<file path="config.mk">
export PLATFORM = sky130hd
export DESIGN_NAME = ssie_queue
export DESIGN_NICKNAME = d
export VERILOG_FILES = /design/src/rtl/core/ssie_pkg.sv /design/src/rtl/core/ssie_queue.sv
export SDC_FILE = /design/constraint.sdc
export NUM_CORES = 1
export LEC_CHECK = 0
export BUFFER_PORTS_ARGS = -buffer_cell sky130_fd_sc_hd__buf_2
export CAP_MARGIN = 20
export CORE_ASPECT_RATIO = 0.9
export CORE_MARGIN = 1.5
export CORE_UTILIZATION = 52
export DETAILED_ROUTE_END_ITERATION = 10
export PLACE_DENSITY = 0.77
export SETUP_SLACK_MARGIN = 0.15
export SYNTH_ARGS = -nofsm -noshare
export SYNTH_HDL_FRONTEND = slang
export SYNTH_SLANG_ARGS = --single-unit
</file>
<file path="constraint.sdc">
create_clock -name clk_i -period 3.3 [get_ports clk_i]
set_clock_uncertainty 0.15 [all_clocks]
set_input_delay 0.825 -clock clk_i [delete_from_list [all_inputs] [get_ports clk_i]]
set_output_delay 0.825 -clock clk_i [all_outputs]
set_load 0.1 [all_outputs]
</file>
<file path="src/rtl/core/ssie_pkg.sv">
// ----------------------------------------------------------------------------
// ssie_pkg
// Shared types and constants of the small stack ISA executor.
// ----------------------------------------------------------------------------
package ssie_pkg;

  localparam int unsigned STACK_DEPTH  = 2048;
  localparam int unsigned MEMORY_WORDS = 2048;
  localparam int unsigned NUM_REGS     = 4;
  localparam int unsigned QUEUE_DEPTH  = 2;

  localparam int unsigned SP_W   = $clog2(STACK_DEPTH + 1);
  localparam int unsigned SA_W   = $clog2(STACK_DEPTH);
  localparam int unsigned MA_W   = $clog2(MEMORY_WORDS);
  localparam int unsigned RIDX_W = $clog2(NUM_REGS);
  localparam int unsigned QP_W   = $clog2(QUEUE_DEPTH);
  localparam int unsigned QC_W   = $clog2(QUEUE_DEPTH + 1);

  localparam logic [RIDX_W-1:0] PC_REG  = RIDX_W'(2);
  localparam logic [31:0]       PC_STEP = 32'd4;

  localparam logic [4:0] OPC_MOVI  = 5'd0;
  localparam logic [4:0] OPC_MOVR  = 5'd1;
  localparam logic [4:0] OPC_NOP2  = 5'd2;
  localparam logic [4:0] OPC_NOP3  = 5'd3;
  localparam logic [4:0] OPC_PUSH  = 5'd4;
  localparam logic [4:0] OPC_ADDI  = 5'd5;
  localparam logic [4:0] OPC_ADDR  = 5'd6;
  localparam logic [4:0] OPC_POP   = 5'd9;
  localparam logic [4:0] OPC_MULI  = 5'd10;
  localparam logic [4:0] OPC_MULR  = 5'd11;
  localparam logic [4:0] OPC_LDR   = 5'd14;
  localparam logic [4:0] OPC_NOP15 = 5'd15;
  localparam logic [4:0] OPC_NOP16 = 5'd16;
  localparam logic [4:0] OPC_NOP17 = 5'd17;
  localparam logic [4:0] OPC_NOP18 = 5'd18;
  localparam logic [4:0] OPC_STR   = 5'd19;
  localparam logic [4:0] OPC_NOP20 = 5'd20;
  localparam logic [4:0] OPC_NOP21 = 5'd21;

  typedef enum logic [3:0] {
    K_MOVI, K_MOVR, K_PUSH, K_ADDI, K_ADDR, K_POP,
    K_MULI, K_MULR, K_LDR, K_STR, K_NOP, K_ILLEGAL
  } opkind_e;

  typedef enum logic [2:0] {
    ST_OK        = 3'd0,
    ST_OVERFLOW  = 3'd1,
    ST_UNDERFLOW = 3'd2,
    ST_RANGE     = 3'd3,
    ST_OPCODE    = 3'd4,
    ST_REGISTER  = 3'd5,
    ST_HALTED    = 3'd6
  } status_e;

  typedef struct packed {
    logic [31:0] instruction;
    logic        end_of_program;
  } req_t;

  typedef struct packed {
    logic [2:0]  status;
    logic [31:0] reg0;
    logic [31:0] reg1;
    logic [31:0] reg2;
    logic [31:0] reg3;
    logic        program_done;
  } rsp_t;

  typedef struct packed {
    opkind_e           kind;
    logic              reg_err;
    logic [RIDX_W-1:0] dst;
    logic [RIDX_W-1:0] src;
    logic [23:0]       imm;
    logic              done;
  } dec_t;

endpackage

</file>
<file path="src/rtl/core/ssie_queue.sv">
// ----------------------------------------------------------------------------
// ssie_queue
// Short queue of decoded requests between intake and execution.
// ----------------------------------------------------------------------------
module ssie_queue (
  input  logic           clk_i,
  input  logic           rst_ni,
  input  logic           push_i,
  input  ssie_pkg::dec_t dec_i,
  output logic           full_o,
  output logic           valid_o,
  input  logic           pop_i,
  output ssie_pkg::dec_t dec_o
);
  import ssie_pkg::*;

  dec_t            ent_q [QUEUE_DEPTH];
  logic [QP_W-1:0] wptr_q, wptr_d;
  logic [QP_W-1:0] rptr_q, rptr_d;
  logic [QC_W-1:0] cnt_q, cnt_d;

  assign full_o  = (cnt_q == QC_W'(QUEUE_DEPTH));
  assign valid_o = (cnt_q != '0);
  assign dec_o   = ent_q[rptr_q];

  always_comb begin
    wptr_d = wptr_q;
    rptr_d = rptr_q;
    cnt_d  = cnt_q;
    if (push_i) begin
      wptr_d = (wptr_q == QP_W'(QUEUE_DEPTH - 1)) ? '0 : wptr_q + QP_W'(1);
    end
    if (pop_i) begin
      rptr_d = (rptr_q == QP_W'(QUEUE_DEPTH - 1)) ? '0 : rptr_q + QP_W'(1);
    end
    if (push_i && !pop_i) begin
      cnt_d = cnt_q + QC_W'(1);
    end else if (pop_i && !push_i) begin
      cnt_d = cnt_q - QC_W'(1);
    end
  end

  always_ff @(posedge clk_i or negedge rst_ni) begin
    if (!rst_ni) begin
      wptr_q <= '0;
      rptr_q <= '0;
      cnt_q  <= '0;
    end else begin
      wptr_q <= wptr_d;
      rptr_q <= rptr_d;
      cnt_q  <= cnt_d;
    end
  end

  always_ff @(posedge clk_i) begin
    if (push_i) begin
      ent_q[wptr_q] <= dec_i;
    end
  end

endmodule

</file>
==> results.md <==
* Post-synth top cells: 68 x edfxtp_1, 29 x mux2_4, 5 x mux2_2
* Post-synthesis cell area at 2794 um^2
* Final hold violations at 0
* Die Area at 5822 um^2
* Critical path peak fanout at 20
* CTS Buf Count at 9
* Final TNS setup at 0 ns
* Final setup vio count at 0
* Hpwl dp at 3101 um
* Slew headroom at 0.4613
* Clock Path Buffers at 2
* FF+latch area at 2143 um^2
* Sink Count at 72
* Net count, final at 244
* Dpl cell area at 3217 um^2
* Outcome: finished, final reports clean
* Total GRT Usage at 0.1655
* Synth area leader: edfxtp_1
* Top-area cell type share of the netlist area at 0.7309
* Area growth syn-to-layout at 21.85%
* Later-pin clock latency in the skew report at 0.32 ns
* Req. time, crit path at 2.32 ns
* Max Fclk at 341.8 MHz
* Post_cts resized at 0
* Port Buf Inserts at 73
* Root Buffer: clkbuf_8
* Setup Fix Bufs, Post-CTS at 0
* Hold Path Class: input port to asynchronous set/reset pin
* Synth Area in Compound Gates at 0
* Fillcell total at 371
* Num rows at 25
* Vias post-DR at 1368
* Dpl cells at 261
* Fin cells at 277
* Top-count cell post-synth: edfxtp_1
* Largest net degree at the start of global routing at 35
* Gp weighted congestion at 0.6876
* DRC at 0
* Setup CP Type: register to output port
* Slew Viols, Final at 0
* 1st-iter DRT viols at 41
* Clk pin slew, worst setup/hold paths at 0.07 ns
* Most used flip-flop cell after synthesis: edfxtp_1
* Total wire length at 4483 um
* Startpoint Class: register
* Mapped Nets at 161
* Top cells by area, synth: edfxtp_1 73%, mux2_4 16%, dfrtp_1 3.6%
* Simple-Gate Fraction of Synth Area at 0.01030
* Antenna diodes at 0
* GR Overflow Total at 0
* Post-CTS Hold Buffers at 0
* First-pass GRT wire length at 6748 um
* Synth unique cells at 14
* Mux contribution to synthesized area at 0.1760
* Xor-xnor portion of the synthesized cell area at 0.01567
* RSZ-0062 raised after global routing: no
* CP arrival at 1.95 ns
* Drt pass-1 iters at 4
* Multi-input gate area at 585.6 um^2
* Largest family of logic cells by synthesized area: multiplexers
* I/O pin total at 74
* Count of state elements after synthesis at 72
* TritonCTS clock tree: done
* H-tree Lvls at 3
* YS warnings at 0
* Layout cells sized above 1 at 0.6143
* Syn avg cell area at 22.90 um^2
* Mapped Cells at 122
* Design Area, Final at 3405 um^2
* Die Ht at 72.54 um
* Least-Margin Pin Slew at 0.8080 ns
* Final Critical Period at 2.926 ns
* Number of global-route vias before repair at 1417
* Number of antenna violations at the first check in global routing at 0
* Post-Synth Adder-Cell Area at 0.004478
* Initial core utilization at 0.5349
* Setup slack, reg-to-reg at 1.64 ns
* Register area share after synthesis at 0.7667
* Die X at 80.27 um
* Routed vias/inst at 4.939
* Synth async-reset ratio at 0.05556
* Wirelength per Cell at 16.18 um
* Tcrit/Tclk final at 0.8867
* Critical Path Sink Type: output port
* Max Cap Viol at 0
* Core region area at 5224 um^2
* EDFF count, synth at 68
* Final ANT Viol Nets at 0
==> placed cells by master (no fill, tap or decap) <==
cell,instances
and2_2,1
ha_1,1
xor2_1,4
nor2_1,1
or2_2,1
buf_12,1
nor2b_1,1
mux2_4,29
buf_4,2
dfrtp_2,1
nor2b_4,1
mux2_2,5
clkbuf_1,1
edfxtp_1,68
clkinv_2,3
clkinvlp_4,2
inv_1,1
xnor2_1,1
dfrtp_1,3
buf_2,73
bufinv_16,1
clkbuf_8,9
==> registers in the layout, summed over array words and instances (netlist names) <==
register	flops
rptr_q	1
ent_q	68
wptr_q	1
cnt_q	2
==> cell families (layout without fill, tap and decap cells) <==
logic type | count (synthesis) | after routing
xor+xnor | 5 | 5
fa+ha+maj | 1 | 1
buf+inv | 5 | 93
flops | 72 | 72
mux | 34 | 34
simple gates | 5 | 5
==> layout make-up <==
cell class | count | share of cell area
multi-input cells | 45 | 0.1720
clock buffers | 10 | 0.03749
well taps | 67 | 0.02462
clock inverters | 6 | 0.01764
inverters | 1 | 0.001103
repair buffers | 76 | 0.1176
flip-flops and latches | 72 | 0.6295
==> path summary, 6_finish.rpt <==
check | from | to | cells past startpoint
max in group asynchronous | rst_ni | rptr_q | 1
max reg2reg | wptr_q | ent_q[0][13] | 2
min | rst_ni | wptr_q | 1
max | rptr_q | dec_o[19] | 3
min reg2reg | cnt_q[1] | cnt_q[1] | 1
min in group clk_i | cnt_q[1] | cnt_q[1] | 1
==> worst max-delay path, stage by stage, from the launching register on <==
cell and delay, ns:
dfrtp_2 0.69, buf_12 0.26, mux2_2 0.36, buf_2 0.29
==> through the flow <==
stage	hold WS, ns	util	worst slack [ns]
finish	0.1392	0.6517	0.3740
global placement	0.3112	0.6158	0.7689
detailed placement	0.3178	0.6158	0.7270
floorplan	0.2974	-	0.3628
global route	0.1233	0.6517	0.2850
CTS	0.1201	0.6517	0.3469
==> per-layer routing <==
layer  global-route usage  share of wire  vias to the layer above
met5                    0              0                        -
met1               0.2094           0.43                      670
met4              0.08046         0.0067                        0
met2               0.2698           0.51                       58
li1                     -              -                      638
met3              0.04025          0.054                        2
Power is not shown: default switching activity piles up to over one toggle a cycle in this logic, so the estimate is an artifact.
