[src/rtl/core/ssie_pkg.sv]
// ----------------------------------------------------------------------------
// ssie_pkg
// Shared types and constants of the small stack ISA executor.
// ----------------------------------------------------------------------------
package ssie_pkg;

  localparam int unsigned STACK_DEPTH  = 2048;
  localparam int unsigned MEMORY_WORDS = 2048;
  localparam int unsigned NUM_REGS     = 4;
  localparam int unsigned QUEUE_DEPTH  = 2;

  localparam int unsigned SP_W   = $clog2(STACK_DEPTH + 1);
  localparam int unsigned SA_W   = $clog2(STACK_DEPTH);
  localparam int unsigned MA_W   = $clog2(MEMORY_WORDS);
  localparam int unsigned RIDX_W = $clog2(NUM_REGS);
  localparam int unsigned QP_W   = $clog2(QUEUE_DEPTH);
  localparam int unsigned QC_W   = $clog2(QUEUE_DEPTH + 1);

  localparam logic [RIDX_W-1:0] PC_REG  = RIDX_W'(2);
  localparam logic [31:0]       PC_STEP = 32'd4;

  localparam logic [4:0] OPC_MOVI  = 5'd0;
  localparam logic [4:0] OPC_MOVR  = 5'd1;
  localparam logic [4:0] OPC_NOP2  = 5'd2;
  localparam logic [4:0] OPC_NOP3  = 5'd3;
  localparam logic [4:0] OPC_PUSH  = 5'd4;
  localparam logic [4:0] OPC_ADDI  = 5'd5;
  localparam logic [4:0] OPC_ADDR  = 5'd6;
  localparam logic [4:0] OPC_POP   = 5'd9;
  localparam logic [4:0] OPC_MULI  = 5'd10;
  localparam logic [4:0] OPC_MULR  = 5'd11;
  localparam logic [4:0] OPC_LDR   = 5'd14;
  localparam logic [4:0] OPC_NOP15 = 5'd15;
  localparam logic [4:0] OPC_NOP16 = 5'd16;
  localparam logic [4:0] OPC_NOP17 = 5'd17;
  localparam logic [4:0] OPC_NOP18 = 5'd18;
  localparam logic [4:0] OPC_STR   = 5'd19;
  localparam logic [4:0] OPC_NOP20 = 5'd20;
  localparam logic [4:0] OPC_NOP21 = 5'd21;

  typedef enum logic [3:0] {
    K_MOVI, K_MOVR, K_PUSH, K_ADDI, K_ADDR, K_POP,
    K_MULI, K_MULR, K_LDR, K_STR, K_NOP, K_ILLEGAL
  } opkind_e;

  typedef enum logic [2:0] {
    ST_OK        = 3'd0,
    ST_OVERFLOW  = 3'd1,
    ST_UNDERFLOW = 3'd2,
    ST_RANGE     = 3'd3,
    ST_OPCODE    = 3'd4,
    ST_REGISTER  = 3'd5,
    ST_HALTED    = 3'd6
  } status_e;

  typedef struct packed {
    logic [31:0] instruction;
    logic        end_of_program;
  } req_t;

  typedef struct packed {
    logic [2:0]  status;
    logic [31:0] reg0;
    logic [31:0] reg1;
    logic [31:0] reg2;
    logic [31:0] reg3;
    logic        program_done;
  } rsp_t;

  typedef struct packed {
    opkind_e           kind;
    logic              reg_err;
    logic [RIDX_W-1:0] dst;
    logic [RIDX_W-1:0] src;
    logic [23:0]       imm;
    logic              done;
  } dec_t;

endpackage

[src/rtl/core/ssie_front.sv]
// ----------------------------------------------------------------------------
// ssie_front
// Request intake: decodes each instruction and pushes it into the queue.
// ----------------------------------------------------------------------------
module ssie_front (
  input  logic          in_valid_i,
  output logic          in_ready_o,
  input  ssie_pkg::req_t in_req_i,
  input  logic          clearing_i,
  input  logic          q_full_i,
  output logic          q_push_o,
  output ssie_pkg::dec_t q_dec_o
);
  import ssie_pkg::*;

  logic [4:0] opc;
  logic [2:0] d_idx;
  logic [2:0] s_idx;
  logic       uses_d;
  logic       uses_s;
  opkind_e    kind;

  assign opc   = in_req_i.instruction[31:27];
  assign d_idx = in_req_i.instruction[26:24];
  assign s_idx = in_req_i.instruction[23:21];

  always_comb begin
    unique case (opc) inside
      OPC_MOVI:  kind = K_MOVI;
      OPC_MOVR:  kind = K_MOVR;
      OPC_PUSH:  kind = K_PUSH;
      OPC_ADDI:  kind = K_ADDI;
      OPC_ADDR:  kind = K_ADDR;
      OPC_POP:   kind = K_POP;
      OPC_MULI:  kind = K_MULI;
      OPC_MULR:  kind = K_MULR;
      OPC_LDR:   kind = K_LDR;
      OPC_STR:   kind = K_STR;
      OPC_NOP2, OPC_NOP3, OPC_NOP15, OPC_NOP16,
      OPC_NOP17, OPC_NOP18, OPC_NOP20, OPC_NOP21: kind = K_NOP;
      default:   kind = K_ILLEGAL;
    endcase
  end

  always_comb begin
    uses_d = 1'b0;
    uses_s = 1'b0;
    case (kind)
      K_MOVI, K_PUSH, K_ADDI, K_POP, K_MULI: uses_d = 1'b1;
      K_MOVR, K_ADDR, K_MULR, K_LDR, K_STR: begin
        uses_d = 1'b1;
        uses_s = 1'b1;
      end
      default: begin
        uses_d = 1'b0;
        uses_s = 1'b0;
      end
    endcase
  end

  assign in_ready_o = !q_full_i && !clearing_i;
  assign q_push_o   = in_valid_i && in_ready_o;

  assign q_dec_o.kind    = kind;
  assign q_dec_o.reg_err = (uses_d && (d_idx >= 3'(NUM_REGS))) ||
                           (uses_s && (s_idx >= 3'(NUM_REGS)));
  assign q_dec_o.dst     = d_idx[RIDX_W-1:0];
  assign q_dec_o.src     = s_idx[RIDX_W-1:0];
  assign q_dec_o.imm     = in_req_i.instruction[23:0];
  assign q_dec_o.done    = in_req_i.end_of_program;

endmodule

[config.mk]
export PLATFORM = sky130hd
export DESIGN_NAME = ssie_front
export DESIGN_NICKNAME = d
export VERILOG_FILES = /design/src/rtl/core/ssie_pkg.sv /design/src/rtl/core/ssie_front.sv
export SDC_FILE = /design/constraint.sdc
export NUM_CORES = 1
export LEC_CHECK = 0
export BUFFER_PORTS_ARGS = -buffer_cell sky130_fd_sc_hd__buf_2
export CAP_MARGIN = 25
export CORE_MARGIN = 2
export CORE_UTILIZATION = 34
export DETAILED_ROUTE_END_ITERATION = 10
export GPL_ROUTABILITY_DRIVEN = 0
export GPL_TIMING_DRIVEN = 1
export PLACE_DENSITY = 0.88
export SKIP_LAST_GASP = 1
export SLEW_MARGIN = 25
export SYNTH_ARGS = -nofsm -noshare
export SYNTH_HDL_FRONTEND = slang
export SYNTH_SLANG_ARGS = --single-unit
[constraint.sdc]
create_clock -name vclk -period 2.57
set_input_delay 0.514 -clock vclk [all_inputs]
set_output_delay 0.514 -clock vclk [all_outputs]
set_load 0.02 [all_outputs]
==> run_summary.xml <==
<?xml version="1.0" encoding="UTF-8"?>
<metrics>
  <group name="outcome">
    <metric name="outcome" unit="">finished, final reports clean</metric>
  </group>
  <group name="floorplanning">
    <metric name="placement_rows" unit="">13</metric>
    <metric name="initial_core_util" unit="">0.367</metric>
    <metric name="die_width" unit="um">41.7</metric>
    <metric name="die_area" unit="sq mm">0.00174</metric>
    <metric name="io-pin-count" unit="">72</metric>
    <metric name="floorplan.die.height" unit="um">41.7</metric>
    <metric name="core_region_area" unit="sq mm">0.00132</metric>
  </group>
  <group name="clock_tree">
    <metric name="post-cts-setup-buffer-count" unit="">0</metric>
    <metric name="cts.hold.buffers_added" unit="">0</metric>
    <metric name="cts.repair.resized" unit="">0</metric>
  </group>
  <group name="power_and_ir_drop">
    <metric name="power.leakage" unit="uW">0.000154</metric>
    <metric name="total_power" unit="uW">63.3</metric>
    <metric name="p_sw" unit="uW">38.9</metric>
    <metric name="seqPwrFrac" unit="">0</metric>
    <metric name="cell_internal_pwr" unit="uW">24.4</metric>
    <metric name="power_switching_share" unit="">0.614</metric>
    <metric name="power.clock.fraction" unit="">0</metric>
    <metric name="comb_power_share" unit="">1.000</metric>
    <metric name="max-vdd-ir-drop" unit="mV">0.0525</metric>
    <metric name="power-per-cell-area" unit="mW/mm^2">183</metric>
  </group>
  <group name="layout">
    <metric name="nFlopsAndLatches" unit="">0</metric>
    <metric name="finish.instance_area" unit="sq um">347</metric>
    <metric name="post-route-util" unit="">0.263</metric>
    <metric name="filler_cell_count" unit="">152</metric>
    <metric name="flow.area_growth_from_synthesis" unit="%">-28.2</metric>
    <metric name="sequential_cell_area" unit="sq um">0</metric>
    <metric name="final_net_count" unit="">92</metric>
    <metric name="layout-drive-gt1-share" unit="">0.389</metric>
    <metric name="clock_buffers" unit="">0</metric>
    <metric name="antenna-diode-count" unit="">0</metric>
  </group>
  <group name="synthesis">
    <metric name="postSynthAreaPerCell" unit="sq um">7.10</metric>
    <metric name="synthCells" unit="">68</metric>
    <metric name="main_combinational_cell_family_by_area_after_synthesis" unit="">buffers and inverters</metric>
    <metric name="post_synth_and_or_nand_nor_area_fraction" unit="">0.205</metric>
    <metric name="synth.area.mux_share" unit="">0</metric>
    <metric name="synth_xor_xnor_area_share" unit="">0.0181</metric>
    <metric name="portion_of_the_post_synthesis_area_used_by_sequential_elements" unit="">0</metric>
    <metric name="synth_fa_ha_area_frac" unit="">0</metric>
    <metric name="mappedNetlistArea" unit="sq um">483</metric>
    <metric name="synth.net_count" unit="">104</metric>
    <metric name="yosysWarningCount" unit="">0</metric>
    <metric name="yosys.cell_types.count" unit="">25</metric>
    <metric name="synth-compound-area-share" unit="">0.246</metric>
  </group>
  <group name="worst_setup_path">
    <metric name="setup.worst_path.class" unit="">in2out</metric>
    <metric name="worstSetupEndpointType" unit="">output pin</metric>
    <metric name="critical_path.startpoint_type" unit="">primary input</metric>
    <metric name="crit_fanout" unit="">8</metric>
    <metric name="critPathArrivalTime" unit="ns">1.52</metric>
    <metric name="cp_data_required_time" unit="ns">2.06</metric>
  </group>
  <group name="sta">
    <metric name="setup_slack_of_the_critical_path_after_layout" unit="ns">0.537</metric>
    <metric name="hold_viol_final" unit="">0</metric>
    <metric name="fin_crit" unit="ns">2.03</metric>
    <metric name="slew_headroom" unit="">0.728</metric>
    <metric name="totalNegativeSetupSlack" unit="ns">0</metric>
    <metric name="setup_viol_count_final" unit="">0</metric>
    <metric name="max_freq" unit="MHz">492</metric>
    <metric name="drv_slew" unit="">0</metric>
    <metric name="rsz_0062_raised_after_global_routing" unit="">false</metric>
    <metric name="worstMarginPinSlew" unit="ns">0.397</metric>
    <metric name="final.period_utilization" unit="">0.791</metric>
  </group>
  <group name="drt">
    <metric name="vias_per_cell" unit="">5.04</metric>
    <metric name="remaining_drc_errors" unit="">0</metric>
    <metric name="drtPass1Iterations" unit="">3</metric>
    <metric name="detail_route.wirelength" unit="um">904</metric>
    <metric name="drtAntennaViolNets" unit="">0</metric>
    <metric name="drt_iter0_markers" unit="">8</metric>
    <metric name="num_vias" unit="">348</metric>
    <metric name="wl_per_cell" unit="um">13.1</metric>
  </group>
  <group name="place">
    <metric name="dp_slack" unit="ns">0.545</metric>
    <metric name="placement.cell_area" unit="sq um">347</metric>
    <metric name="portBuffers" unit="">18</metric>
    <metric name="hpwl" unit="um">725</metric>
  </group>
  <group name="hold_path">
    <metric name="hold_path_class" unit="">in2out</metric>
  </group>
  <group name="global_routing">
    <metric name="globalRoute.totalOverflow" unit="">0</metric>
    <metric name="grt_pass1_wl" unit="um">1540</metric>
    <metric name="grt_resource_usage_total" unit="">0.106</metric>
    <metric name="first_global_vias" unit="">343</metric>
    <metric name="grt_max_degree" unit="">12</metric>
    <metric name="initial_antenna_violation_count" unit="">0</metric>
  </group>
  <group name="run">
    <metric name="max_cap_violations" unit="">0</metric>
  </group>
</metrics>
## cells by family after synthesis
group	Yosys count
and+or+nand+nor	16
buffers and inverters	35
xor gates and xnor gates	1
AOI/OAI and AO/OA	16
## cells in the final DEF, fill, tap and decap left out, drive strengths merged
master	netlist	final
nor3b	1	1
nor2b	1	1
nand2	2	2
xnor2	1	1
a22oi	1	1
nand2b	3	3
a2111oi	2	2
a211o	1	1
o22ai	1	1
or2b	1	1
o21ai	4	4
nand4	2	2
inv	3	3
and2	1	1
buf	32	18
nor2	4	4
a31oi	1	1
a21oi	5	5
nand3	1	1
o22a	1	1
## worst max-delay path: stages
cell       delay [ns]
buf_2            0.15
nand2b_4         0.18
a2111oi_4        0.35
a31oi_1          0.07
nand4_1          0.09
buf_2            0.16
## layout make-up
cell class | count | area, sq um | area share
inverters | 3 | 11.3 | 0.0325
multi-input cells | 33 | 226 | 0.653
well taps | 15 | 18.8 | 0.0542
repair buffers | 18 | 90.1 | 0.260
## cells in the mapped netlist, drive strengths merged (2+ instances only)
| cell | instances | area, sq um |
|---|---|---|
| nand2b | 3 | 26.3 |
| nor2 | 4 | 15.0 |
| a21oi | 5 | 25.0 |
| o21ai | 4 | 20.0 |
| nand4 | 2 | 12.5 |
| inv | 3 | 11.3 |
| nand2 | 2 | 7.51 |
| buf | 32 | 245 |
| a2111oi | 2 | 36.3 |
## power by group through the flow
stage / Clock [uW] / Combinational (uW) / Sequential (uW)
after detailed placement: 0 / 63.3 / 0
after CTS: 0 / 63.4 / 0
after global routing: 0 / 70.1 / 0
final: 0 / 63.3 / 0
after global placement: 0 / 61.5 / 0
after floorplan: 0 / 109 / 0
## routing by layer
layer,GRT usage,up-vias,share of wire
li1,-,172,-
met1,0.114,152,0.37
met2,0.184,16,0.51
met3,0.0261,8,0.092
met4,0.0645,0,0.033
met5,0,-,0
## final timing paths
path                          from           to  cells after the start  slack (ns)
worst max-delay path  in_req_i[30]  q_dec_o[29]                      6        0.54
worst min-delay path   in_req_i[0]   q_dec_o[0]                      0        1.03
## per-stage QoR
step / hold WS [ns] / std cells
5_1_grt: 1.03 / 69
3_3_place_gp: 1.03 / 69
2_1_floorplan: 1.11 / 68
6_report: 1.03 / 69
4_1_cts: 1.03 / 69
3_5_place_dp: 1.03 / 69
(Power assumes the default switching activity.)
